===== config.mk =====
export PLATFORM = sky130hd
export DESIGN_NAME = semantic_ray_cost_accumulator_core
export DESIGN_NICKNAME = d
export VERILOG_FILES = /design/src/sv/srca_pkg.sv /design/src/sv/srca_front.sv /design/src/sv/srca_queue.sv /design/src/sv/srca_div.sv /design/src/sv/srca_back.sv /design/src/sv/semantic_ray_cost_accumulator_core.sv
export VERILOG_INCLUDE_DIRS = /design/src /design/src/sv
export SDC_FILE = /design/constraint.sdc
export NUM_CORES = 1
export LEC_CHECK = 0
export BUFFER_PORTS_ARGS = -buffer_cell sky130_fd_sc_hd__buf_2
export CORE_MARGIN = 5
export CORE_UTILIZATION = 42
export DETAILED_ROUTE_END_ITERATION = 16
export PLACE_DENSITY = 0.69
export SLEW_MARGIN = 20
export SYNTH_ARGS = -nofsm -noshare
export SYNTH_HDL_FRONTEND = slang
export SYNTH_SLANG_ARGS = --single-unit

===== constraint.sdc =====
create_clock -name aclk -period 5.1 [get_ports aclk]
set_input_delay 1.02 -clock aclk [delete_from_list [all_inputs] [get_ports aclk]]
set_output_delay 1.02 -clock aclk [all_outputs]
set_load 0.005 [all_outputs]

===== src/sv/semantic_ray_cost_accumulator_core_assert.svh =====
// Assertion macros shared by the semantic ray cost accumulator RTL.
// Depends on nothing; included by the modules that carry assertions.
`ifndef SEMANTIC_RAY_COST_ACCUMULATOR_CORE_ASSERT_SVH
`define SEMANTIC_RAY_COST_ACCUMULATOR_CORE_ASSERT_SVH

// Same-cycle implication, disabled while reset is active.
`define SRCA_ASSERT_IMP(lbl, clk, rstn, ante, cons) \
    lbl: assert property (@(posedge clk) disable iff (!rstn) (ante) |-> (cons)) \
        else $error("srca assertion failed");

// Next-cycle implication, disabled while reset is active.
`define SRCA_ASSERT_NXT(lbl, clk, rstn, ante, cons) \
    lbl: assert property (@(posedge clk) disable iff (!rstn) (ante) |=> (cons)) \
        else $error("srca assertion failed");

`endif


===== src/sv/srca_pkg.sv =====
// Types, widths and constants of the semantic ray cost accumulator.
// Depends on nothing; used by every module of the block.
package srca_pkg;

    localparam int FRAC_BITS  = 16;
    localparam int COUNT_BITS = 16;
    localparam int SUM_W      = 48;
    localparam int COEF_W     = 10;
    localparam int MULT_W     = 3;
    localparam int CLASS_W    = 4;
    localparam int COST_W     = 16;
    localparam int FUNC_W     = 2;
    localparam int EDGE_W     = 24;
    localparam int PROD_W     = COEF_W + MULT_W;

    localparam logic [COEF_W-1:0] COEF_RESET = COEF_W'(10);

    // Dividend widths of the per-cell term and of the segment mean.
    localparam int TERM_DW  = PROD_W + FRAC_BITS - 1;
    localparam int MEAN_DW  = SUM_W - FRAC_BITS;
    localparam int DIV_RAW  = (TERM_DW > MEAN_DW) ? TERM_DW : MEAN_DW;
    localparam int DIV_W    = DIV_RAW + (DIV_RAW % 2);
    localparam int DVS_W    = (COST_W > COUNT_BITS + 1) ? COST_W : COUNT_BITS + 1;
    localparam int DIV_STEPS = DIV_W / 2;
    localparam int STEP_W   = $clog2(DIV_STEPS + 1);

    localparam int QUEUE_DEPTH = 4;
    localparam int PTR_W       = $clog2(QUEUE_DEPTH);

    localparam logic [COUNT_BITS-1:0] COUNT_MAX = '1;
    localparam logic [SUM_W-1:0]      SUM_MAX   = '1;
    localparam logic [EDGE_W-1:0]     EDGE_MAX  = '1;

    // Item kinds.
    localparam logic [FUNC_W-1:0] FUNC_CROSS = 2'd0;
    localparam logic [FUNC_W-1:0] FUNC_START = 2'd1;
    localparam logic [FUNC_W-1:0] FUNC_END   = 2'd2;

    // Twice the class multiplier; zero marks an unweighted class.
    localparam logic [MULT_W-1:0] CLASS_MULT2 [16] = '{
        3'd0, 3'd2, 3'd6, 3'd5, 3'd2, 3'd3, 3'd3, 3'd4,
        3'd4, 3'd0, 3'd0, 3'd0, 3'd0, 3'd0, 3'd0, 3'd0
    };

    typedef struct packed {
        logic [FUNC_W-1:0] kind;
        logic              weighted;
        logic              zero_cost;
        logic [COST_W-1:0] cost;
        logic [PROD_W-1:0] numer;
    } cell_cmd_t;

    typedef struct packed {
        logic             start;
        logic [DIV_W-1:0] dividend;
        logic [DVS_W-1:0] divisor;
    } div_req_t;

    typedef struct packed {
        logic             done;
        logic [DIV_W-1:0] quotient;
    } div_rsp_t;

    typedef enum logic [2:0] {
        BK_IDLE,
        BK_TERM,
        BK_POST,
        BK_MEAN,
        BK_OUT
    } back_state_t;

endpackage


===== src/sv/srca_front.sv =====
// Front end: input transfer, weight register and cell classification.
// Depends on srca_pkg; feeds srca_queue.
module srca_front (
    input  logic                          aclk,
    input  logic                          aresetn,
    input  logic                          cfg_valid,
    input  logic [srca_pkg::COEF_W-1:0]   cfg_data,
    output logic                          cfg_ready,
    input  logic                          s_tvalid,
    input  logic [23:0]                   s_tdata,   // cell_class[3:0], cell_cost[19:4]
    input  logic [srca_pkg::FUNC_W-1:0]   s_tuser,   // func[1:0]
    output logic                          s_tready,
    input  logic                          q_full,
    output logic                          q_push,
    output srca_pkg::cell_cmd_t           q_push_data
);

    logic [srca_pkg::COEF_W-1:0]  weight_coef_reg;
    logic [srca_pkg::COEF_W-1:0]  weight_coef_next;
    logic [srca_pkg::CLASS_W-1:0] cell_class;
    logic [srca_pkg::COST_W-1:0]  cell_cost;
    logic [srca_pkg::MULT_W-1:0]  mult2;
    logic                         known_func;

    assign cfg_ready = 1'b1;
    assign weight_coef_next = (cfg_valid && cfg_ready) ? cfg_data : weight_coef_reg;

    always_ff @(posedge aclk) begin
        if (!aresetn) begin
            weight_coef_reg <= srca_pkg::COEF_RESET;
        end else begin
            weight_coef_reg <= weight_coef_next;
        end
    end

    assign cell_class = s_tdata[3:0];
    assign cell_cost  = s_tdata[19:4];
    assign mult2      = srca_pkg::CLASS_MULT2[cell_class];

    // Drop the unused kind here so the back end never sees it.
    assign known_func = (s_tuser == srca_pkg::FUNC_CROSS) ||
                        (s_tuser == srca_pkg::FUNC_START) ||
                        (s_tuser == srca_pkg::FUNC_END);

    assign s_tready = !q_full;
    assign q_push   = s_tvalid && s_tready && known_func;

    always_comb begin
        q_push_data.kind      = s_tuser;
        q_push_data.weighted  = (mult2 != '0);
        q_push_data.zero_cost = (cell_cost == '0);
        q_push_data.cost      = cell_cost;
        q_push_data.numer     = srca_pkg::PROD_W'(weight_coef_reg) *
                                srca_pkg::PROD_W'(mult2);
    end

endmodule


===== src/sv/srca_queue.sv =====
// Short command queue between the front end and the back end.
// Depends on srca_pkg for the command type and depth.
module srca_queue (
    input  logic                aclk,
    input  logic                aresetn,
    input  logic                push,
    input  srca_pkg::cell_cmd_t push_data,
    output logic                full,
    input  logic                pop,
    output srca_pkg::cell_cmd_t pop_data,
    output logic                empty
);

    srca_pkg::cell_cmd_t            entries_reg [srca_pkg::QUEUE_DEPTH];
    logic [srca_pkg::PTR_W-1:0]     wr_ptr_reg, wr_ptr_next;
    logic [srca_pkg::PTR_W-1:0]     rd_ptr_reg, rd_ptr_next;
    logic [srca_pkg::PTR_W:0]       count_reg, count_next;

    assign full     = (count_reg == (srca_pkg::PTR_W + 1)'(srca_pkg::QUEUE_DEPTH));
    assign empty    = (count_reg == '0);
    assign pop_data = entries_reg[rd_ptr_reg];

    always_comb begin
        wr_ptr_next = push ? wr_ptr_reg + 1'b1 : wr_ptr_reg;
        rd_ptr_next = pop  ? rd_ptr_reg + 1'b1 : rd_ptr_reg;
        count_next  = count_reg;
        if (push && !pop) begin
            count_next = count_reg + 1'b1;
        end else if (pop && !push) begin
            count_next = count_reg - 1'b1;
        end
    end

    always_ff @(posedge aclk) begin
        if (!aresetn) begin
            wr_ptr_reg <= '0;
            rd_ptr_reg <= '0;
            count_reg  <= '0;
        end else begin
            wr_ptr_reg <= wr_ptr_next;
            rd_ptr_reg <= rd_ptr_next;
            count_reg  <= count_next;
        end
    end

    always_ff @(posedge aclk) begin
        if (push) begin
            entries_reg[wr_ptr_reg] <= push_data;
        end
    end

endmodule


===== src/sv/srca_div.sv =====
// Shared restoring divider, two quotient bits per cycle.
// Depends on srca_pkg; used by srca_back for cell terms and the segment mean.
module srca_div (
    input  logic               aclk,
    input  logic               aresetn,
    input  srca_pkg::div_req_t req,
    output srca_pkg::div_rsp_t rsp
);

    logic [srca_pkg::DVS_W-1:0]  rem_reg, rem_next;
    logic [srca_pkg::DIV_W-1:0]  quo_reg, quo_next;
    logic [srca_pkg::DVS_W-1:0]  dvs_reg, dvs_next;
    logic [srca_pkg::STEP_W-1:0] cnt_reg, cnt_next;
    logic                        busy_reg, busy_next;
    logic                        done_reg, done_next;
    logic [srca_pkg::DVS_W:0]    t1, r1, t2, r2;
    logic                        ge1, ge2;

    always_comb begin
        t1  = {rem_reg, quo_reg[srca_pkg::DIV_W-1]};
        ge1 = (t1 >= {1'b0, dvs_reg});
        r1  = ge1 ? (t1 - {1'b0, dvs_reg}) : t1;
        t2  = {r1[srca_pkg::DVS_W-1:0], quo_reg[srca_pkg::DIV_W-2]};
        ge2 = (t2 >= {1'b0, dvs_reg});
        r2  = ge2 ? (t2 - {1'b0, dvs_reg}) : t2;

        rem_next  = rem_reg;
        quo_next  = quo_reg;
        dvs_next  = dvs_reg;
        cnt_next  = cnt_reg;
        busy_next = busy_reg;
        done_next = 1'b0;
        if (req.start) begin
            rem_next  = '0;
            quo_next  = req.dividend;
            dvs_next  = req.divisor;
            cnt_next  = srca_pkg::STEP_W'(srca_pkg::DIV_STEPS);
            busy_next = 1'b1;
        end else if (busy_reg) begin
            rem_next = r2[srca_pkg::DVS_W-1:0];
            quo_next = {quo_reg[srca_pkg::DIV_W-3:0], ge1, ge2};
            cnt_next = cnt_reg - 1'b1;
            if (cnt_reg == srca_pkg::STEP_W'(1)) begin
                busy_next = 1'b0;
                done_next = 1'b1;
            end
        end
    end

    always_ff @(posedge aclk) begin
        if (!aresetn) begin
            cnt_reg  <= '0;
            busy_reg <= 1'b0;
            done_reg <= 1'b0;
        end else begin
            cnt_reg  <= cnt_next;
            busy_reg <= busy_next;
            done_reg <= done_next;
        end
    end

    always_ff @(posedge aclk) begin
        rem_reg <= rem_next;
        quo_reg <= quo_next;
        dvs_reg <= dvs_next;
    end

    // Quotient holds until the next start.
    assign rsp.done     = done_reg;
    assign rsp.quotient = quo_reg;

endmodule


===== src/sv/srca_back.sv =====
// Back end: accumulates cell terms, forms the segment mean, holds the result.
// Depends on srca_pkg and the assertion header; drives srca_div.
`include "semantic_ray_cost_accumulator_core_assert.svh"

module srca_back (
    input  logic                        aclk,
    input  logic                        aresetn,
    input  logic                        q_empty,
    input  srca_pkg::cell_cmd_t         q_data,
    output logic                        q_pop,
    output srca_pkg::div_req_t          div_req,
    input  srca_pkg::div_rsp_t          div_rsp,
    output logic                        m_tvalid,
    input  logic                        m_tready,
    output logic [srca_pkg::EDGE_W-1:0] m_tdata,
    output logic                        m_tuser
);

    srca_pkg::back_state_t               state_reg, state_next;
    srca_pkg::cell_cmd_t                 cmd_reg, cmd_next;
    logic [srca_pkg::SUM_W-1:0]          sum_reg, sum_next;
    logic [srca_pkg::COUNT_BITS-1:0]     count_reg, count_next;
    logic                                zero_reg, zero_next;
    logic                                out_valid_reg, out_valid_next;
    logic [srca_pkg::EDGE_W-1:0]         out_edge_reg, out_edge_next;
    logic                                out_zero_reg, out_zero_next;
    logic                                out_load;
    logic [srca_pkg::SUM_W:0]            sum_wide;
    logic [srca_pkg::COUNT_BITS:0]       count_inc;

    assign sum_wide  = {1'b0, sum_reg} + (srca_pkg::SUM_W + 1)'(div_rsp.quotient);
    assign count_inc = {1'b0, count_reg} + (srca_pkg::COUNT_BITS + 1)'(1);

    always_comb begin
        state_next     = state_reg;
        cmd_next       = cmd_reg;
        sum_next       = sum_reg;
        count_next     = count_reg;
        zero_next      = zero_reg;
        out_edge_next  = out_edge_reg;
        out_zero_next  = out_zero_reg;
        out_valid_next = out_valid_reg && !m_tready;
        out_load       = 1'b0;
        q_pop          = 1'b0;
        div_req.start    = 1'b0;
        div_req.dividend = '0;
        div_req.divisor  = '0;

        unique case (state_reg)
            srca_pkg::BK_IDLE: begin
                if (!q_empty) begin
                    q_pop    = 1'b1;
                    cmd_next = q_data;
                    if (q_data.weighted && !q_data.zero_cost) begin
                        div_req.start    = 1'b1;
                        div_req.dividend = srca_pkg::DIV_W'(
                            {q_data.numer, {(srca_pkg::FRAC_BITS - 1){1'b0}}});
                        div_req.divisor  = srca_pkg::DVS_W'(q_data.cost);
                        state_next       = srca_pkg::BK_TERM;
                    end else begin
                        state_next = srca_pkg::BK_POST;
                    end
                end
            end
            srca_pkg::BK_TERM: begin
                if (div_rsp.done) begin
                    sum_next   = sum_wide[srca_pkg::SUM_W] ? srca_pkg::SUM_MAX
                                                           : sum_wide[srca_pkg::SUM_W-1:0];
                    state_next = srca_pkg::BK_POST;
                end
            end
            srca_pkg::BK_POST: begin
                if (cmd_reg.weighted && cmd_reg.zero_cost) begin
                    zero_next = 1'b1;
                end
                if (cmd_reg.kind == srca_pkg::FUNC_CROSS &&
                    count_reg != srca_pkg::COUNT_MAX) begin
                    count_next = count_inc[srca_pkg::COUNT_BITS-1:0];
                end
                if (cmd_reg.kind == srca_pkg::FUNC_END) begin
                    div_req.start    = 1'b1;
                    div_req.dividend = srca_pkg::DIV_W'(
                        sum_reg[srca_pkg::SUM_W-1:srca_pkg::FRAC_BITS]);
                    div_req.divisor  = (count_reg != '0) ? srca_pkg::DVS_W'(count_inc)
                                                         : srca_pkg::DVS_W'(2);
                    state_next       = srca_pkg::BK_MEAN;
                end else begin
                    state_next = srca_pkg::BK_IDLE;
                end
            end
            srca_pkg::BK_MEAN: begin
                if (div_rsp.done) begin
                    state_next = srca_pkg::BK_OUT;
                end
            end
            srca_pkg::BK_OUT: begin
                if (!out_valid_reg || m_tready) begin
                    out_load       = 1'b1;
                    out_valid_next = 1'b1;
                    out_edge_next  = (div_rsp.quotient > srca_pkg::DIV_W'(srca_pkg::EDGE_MAX))
                                   ? srca_pkg::EDGE_MAX
                                   : div_rsp.quotient[srca_pkg::EDGE_W-1:0];
                    out_zero_next  = zero_reg;
                    sum_next       = '0;
                    count_next     = '0;
                    zero_next      = 1'b0;
                    state_next     = srca_pkg::BK_IDLE;
                end
            end
            default: begin
                state_next = srca_pkg::BK_IDLE;
            end
        endcase
    end

    always_ff @(posedge aclk) begin
        if (!aresetn) begin
            state_reg     <= srca_pkg::BK_IDLE;
            sum_reg       <= '0;
            count_reg     <= '0;
            zero_reg      <= 1'b0;
            out_valid_reg <= 1'b0;
        end else begin
            state_reg     <= state_next;
            sum_reg       <= sum_next;
            count_reg     <= count_next;
            zero_reg      <= zero_next;
            out_valid_reg <= out_valid_next;
        end
    end

    always_ff @(posedge aclk) begin
        cmd_reg      <= cmd_next;
        out_edge_reg <= out_edge_next;
        out_zero_reg <= out_zero_next;
    end

    assign m_tvalid = out_valid_reg;
    assign m_tdata  = out_edge_reg;
    assign m_tuser  = out_zero_reg;

    // The divider answers only while the back end waits for it.
    `SRCA_ASSERT_IMP(a_div_done_waited, aclk, aresetn, div_rsp.done, (state_reg == srca_pkg::BK_TERM) || (state_reg == srca_pkg::BK_MEAN))
    // Loading a result clears the segment state.
    `SRCA_ASSERT_NXT(a_clear_on_load, aclk, aresetn, out_load, (sum_reg == '0) && (count_reg == '0) && !zero_reg && m_tvalid)
    // The sum only grows between segment ends.
    `SRCA_ASSERT_NXT(a_sum_monotonic, aclk, aresetn, !out_load, sum_reg >= $past(sum_reg))
    // A crossed cell below the count limit bumps the count by one.
    `SRCA_ASSERT_NXT(a_count_step, aclk, aresetn, (state_reg == srca_pkg::BK_POST) && (cmd_reg.kind == srca_pkg::FUNC_CROSS) && (count_reg != srca_pkg::COUNT_MAX), count_reg == $past(count_reg) + 1'b1)

endmodule


===== src/sv/semantic_ray_cost_accumulator_core.sv =====
// Semantic ray cost accumulator: top level tying front end, queue, back end
// and the shared divider together. Depends on srca_pkg and all srca_* modules.
//
// Usage: send the cells a line-of-sight segment crosses (func 0), then its
// start cell (func 1), then its end cell (func 2) on the s_ channel. Each
// weighted cell with nonzero cost adds weight_coef * multiplier / cell_cost
// with 16 fraction bits; the end cell returns the truncated mean on the m_
// channel and clears the segment. The cfg_ channel writes weight_coef
// (reset value 10); write it only while no segment is in flight.
// Timing: the shared two-bit-per-cycle divider sets the pace. A weighted
// cell with nonzero cost waits in TERM for its term from the divider and
// then passes POST; any other cell goes from IDLE straight to POST. An end
// cell then waits in MEAN for the mean division and in OUT for a free output
// register, which raises m_tvalid. The front end takes a transfer whenever
// the 4-entry queue has room, so up to four cells wait while the divider works.
// Reset (aresetn low, synchronous) clears the sum, count, flag, queue and
// the output valid flag; weight_coef returns to 10.
// Stall: a result held in the output register waits for m_tready while the
// back end goes on with the next segment; it stops only when the next
// result is ready and the register is still full.
module semantic_ray_cost_accumulator_core (
    input  logic                          aclk,
    input  logic                          aresetn,
    input  logic                          cfg_valid,
    input  logic [srca_pkg::COEF_W-1:0]   cfg_data,   // weight_coef[9:0]
    output logic                          cfg_ready,
    input  logic                          s_tvalid,
    input  logic [23:0]                   s_tdata,    // cell_class[3:0], cell_cost[19:4]
    input  logic [srca_pkg::FUNC_W-1:0]   s_tuser,    // func[1:0]
    output logic                          s_tready,
    output logic                          m_tvalid,
    input  logic                          m_tready,
    output logic [srca_pkg::EDGE_W-1:0]   m_tdata,    // edge_cost[23:0]
    output logic                          m_tuser     // zero_cost_seen[0]
);

    // Front to queue.
    logic                q_push;
    logic                q_full;
    srca_pkg::cell_cmd_t q_push_data;

    // Queue to back end.
    logic                q_pop;
    logic                q_empty;
    srca_pkg::cell_cmd_t q_pop_data;

    // Back end to divider.
    srca_pkg::div_req_t  div_req;
    srca_pkg::div_rsp_t  div_rsp;

    // Classify cells and hold the weight register.
    srca_front u_front (
        .aclk        (aclk),
        .aresetn     (aresetn),
        .cfg_valid   (cfg_valid),
        .cfg_data    (cfg_data),
        .cfg_ready   (cfg_ready),
        .s_tvalid    (s_tvalid),
        .s_tdata     (s_tdata),
        .s_tuser     (s_tuser),
        .s_tready    (s_tready),
        .q_full      (q_full),
        .q_push      (q_push),
        .q_push_data (q_push_data)
    );

    // Decouple the two sides so each can stall on its own.
    srca_queue u_queue (
        .aclk      (aclk),
        .aresetn   (aresetn),
        .push      (q_push),
        .push_data (q_push_data),
        .full      (q_full),
        .pop       (q_pop),
        .pop_data  (q_pop_data),
        .empty     (q_empty)
    );

    // Accumulate terms and produce one result per segment.
    srca_back u_back (
        .aclk     (aclk),
        .aresetn  (aresetn),
        .q_empty  (q_empty),
        .q_data   (q_pop_data),
        .q_pop    (q_pop),
        .div_req  (div_req),
        .div_rsp  (div_rsp),
        .m_tvalid (m_tvalid),
        .m_tready (m_tready),
        .m_tdata  (m_tdata),
        .m_tuser  (m_tuser)
    );

    // One divider serves both the cell terms and the segment mean.
    srca_div u_div (
        .aclk    (aclk),
        .aresetn (aresetn),
        .req     (div_req),
        .rsp     (div_rsp)
    );

endmodule

==> impl_results.md <==
- Initial antenna violation count: 0
- CTS Root Cell: clkbuf_16
- CTS Sinks: 322
- Synth Net Count: 1,791
- Routed via count: around 13,000
- Die extent in x: 215 um
- Worst-path maximum fanout: 7
- Drt drc: 0
- Setup total negative slack: 0 ps
- First-pass GRT wire length: around 66 mm
- # rows: 75
- Pwr Density: 604 nW/um^2
- Register bit total from synthesis: 322
- Syn avg cell area: 10.7 um^2
- Synth Flop Type: edfxtp_1
- Synth area leader: edfxtp_1
- CTS buffer count: 37
- Max Fclk: around 200 MHz
- Fin. Hold Viols: 0
- Netlist cell types: 87
- CTS tree: done
- Worst hold slack: 434 ps
- Startpoint types: register
- WL final: 40.8 mm
- Remaining antenna violation count: 0
- Final nets: 1,859
- Hold WC Path Type: reg2reg
- Setup violations, final: 0
- Mapped Cells: ~1,600
- Minimum clock period: 4910 ps
- Run status: completed
- Leak: 0.00761 uW
- Fin crit share: 96.2%
- Maximum VDD drop: 392 uV
- Pin count of the biggest net entering global routing: 62
- Post-synth ARST share: 0%
- EDFF count, synth: 210
- IO Port Bufs: between 60 and 70
- Die area: between 40,000 and 50,000 um^2
- Area of placed instances: 18,700 um^2
- Worst relative slew slack: 31.5%
- Worst-path clk slew: 60 ps
- Placed Cells: 2,210
- YS warnings: 0
- Clock Skews: about 23 ps
- Layout cells sized above 1: between 10% and 20%
- DR vias/cell: 5.66
- Worst Setup End Kind: register
- RSZ-0062 raised after global routing: false
- Max cap viols: 0
- Worst skew pair latency: about 550 ps
- Slew @ Worst Pin: between 1000 and 1500 ps
- Synth top area share: around 36%
- Grt total ovfl: 0
- Number of diodes: 0
- Post-synthesis sequential area ratio: 48.3%
- GPL Wtd Cong: 0.903
- Die Height: 215 um
- Core area: ~42,000 um^2
- DR pass1 iterations: 5
- DP HPWL: roughly 28 mm
- Total track usage: 17.1%
- Critical Path RT: roughly 5500 ps
- Largest register FFs: 132
- Worst Path Arrival: 5320 ps
- Starting DRC count in detailed routing: roughly 1,000
- Cell area after layout: around 20,000 um^2
- Count of non-filler cells in the finished layout: roughly 2,300
- Routed WL per cell: 17.9 um
- Worst setup path class: reg2reg
- Mapped cell area: 17,700 um^2
- Slew Viols, Final: 0
- Num ports: a little under 70
- Initial Util: between 40% and 50%
- CTS HTree Levels: 2
- Top cells by area, synth: edfxtp_1 36%, dfxtp_1 13%, ha_1 6.4%
- Via count of the first global-routing pass: 12,413
- Clock Path Buffers: 3
- Area grow syn2layout: 13.1%
stage by stage:
step	total power [uW]	util (%)	worst slack, ps
after floorplan	7700	-	203
after global placement	9100	44.7	57.0
after detailed placement	9220	44.7	-10.9
after CTS	11900	47.6	16.2
after global routing	12900	47.8	0.934
final	12100	47.8	194
worst paths after layout:
path / slack, ps / cells after the start / startpoint / to
hold reg to reg: 430 / 0 / u_back.zero_reg / u_back.m_tuser
setup / recovery: 190 / 19 / u_div.quo_reg[31] / u_div.rem_reg[11]
hold / removal: 430 / 0 / u_back.zero_reg / u_back.m_tuser
setup reg to reg: 190 / 19 / u_div.quo_reg[31] / u_div.rem_reg[11]
cells in the final DEF, fill, tap and decap left out, types with 34 or more instances in the layout:
| cell type | n |
|---|---|
| a21oi_1 | 130 |
| xor2_1 | 36 |
| inv_1 | 91 |
| o21ai_0 | 66 |
| clkbuf_16 | 37 |
| dfxtp_1 | 111 |
| nand2_1 | 125 |
| buf_2 | 63 |
| xnor2_1 | 46 |
| buf_4 | 45 |
| nor2_1 | 86 |
| ha_1 | 89 |
| nand3_1 | 53 |
| or2_2 | 34 |
| edfxtp_1 | 210 |
synthesized netlist by cell type, types with 36 or more instances:
cell      instances
edfxtp_1        210
a21oi_1         130
nor2_1           87
clkbuf_1         60
o21ai_0          68
dfxtp_1         112
nand3_1          53
inv_1            92
ha_1             90
xnor2_1          46
xor2_1           36
nand2_1         125
per-layer routing:
metal | share of wire [%] | global-route usage, %
met2 | 47 | 27.9
met1 | 45 | 23.7
met5 | 0 | 0
met4 | 2.5 | 5.04
met3 | 5.4 | 2.67
critical path: stages (launching register included):
cell      delay, ps
edfxtp_1        410
inv_2           100
ha_1            160
inv_1            50
fa_1            400
a21o_1          190
a221o_1         350
a211oi_2        220
o21ai_0         120
buf_4           190
mux2_2          290
ha_2            310
o21a_1          180
o31a_1          130
or4_4           430
a311o_2         470
a2111o_1        430
o211a_1         140
mux2i_1         150
a21oi_1          80
final cells by class:
cell class | count | area, um^2
repair buffers | 109 | 673
well taps | 539 | 674
multi-input cells | 1151 | 8540
inverters | 94 | 353
fillers | 3796 | 21800
clock buffers | 50 | 1000
clock inverters | 18 | 218
flip-flops and latches | 322 | 8550
report_power, final:
| group | internal, uW | switching, uW | total (uW) |
|---|---|---|---|
| clock network | 1560 | 1090 | 2650 |
| logic | 2630 | 3150 | 5780 |
| registers | 3320 | 350 | 3670 |
cells by family (layout without fill, tap and decap cells):
kind of cell / after synthesis / after routing / synth area share [%]
AO/OA/AOI/OAI: 413 / 413 / 15.7
multiplexers: 71 / 71 / 6.42
buffers and inverters: 174 / 271 / 3.84
other: 1 / 1 / 0.0212
flip-flops: 322 / 322 / 48.3
AND/OR/NAND/NOR: 481 / 481 / 13.9
adder cells (fa/ha/maj): 103 / 103 / 7.83
XOR/XNOR: 82 / 82 / 4.06
repair_timing:
item | in CTS | in global routing
pin swaps | 0 | 3
cloned | 0 | 0
hold buffers | 0 | 0
endpoints found under the setup margin | 1 | 18
buffers inserted | 0 | 5
resized for setup | 1 | 16
Note: power is estimated with default switching activity, not from simulation.
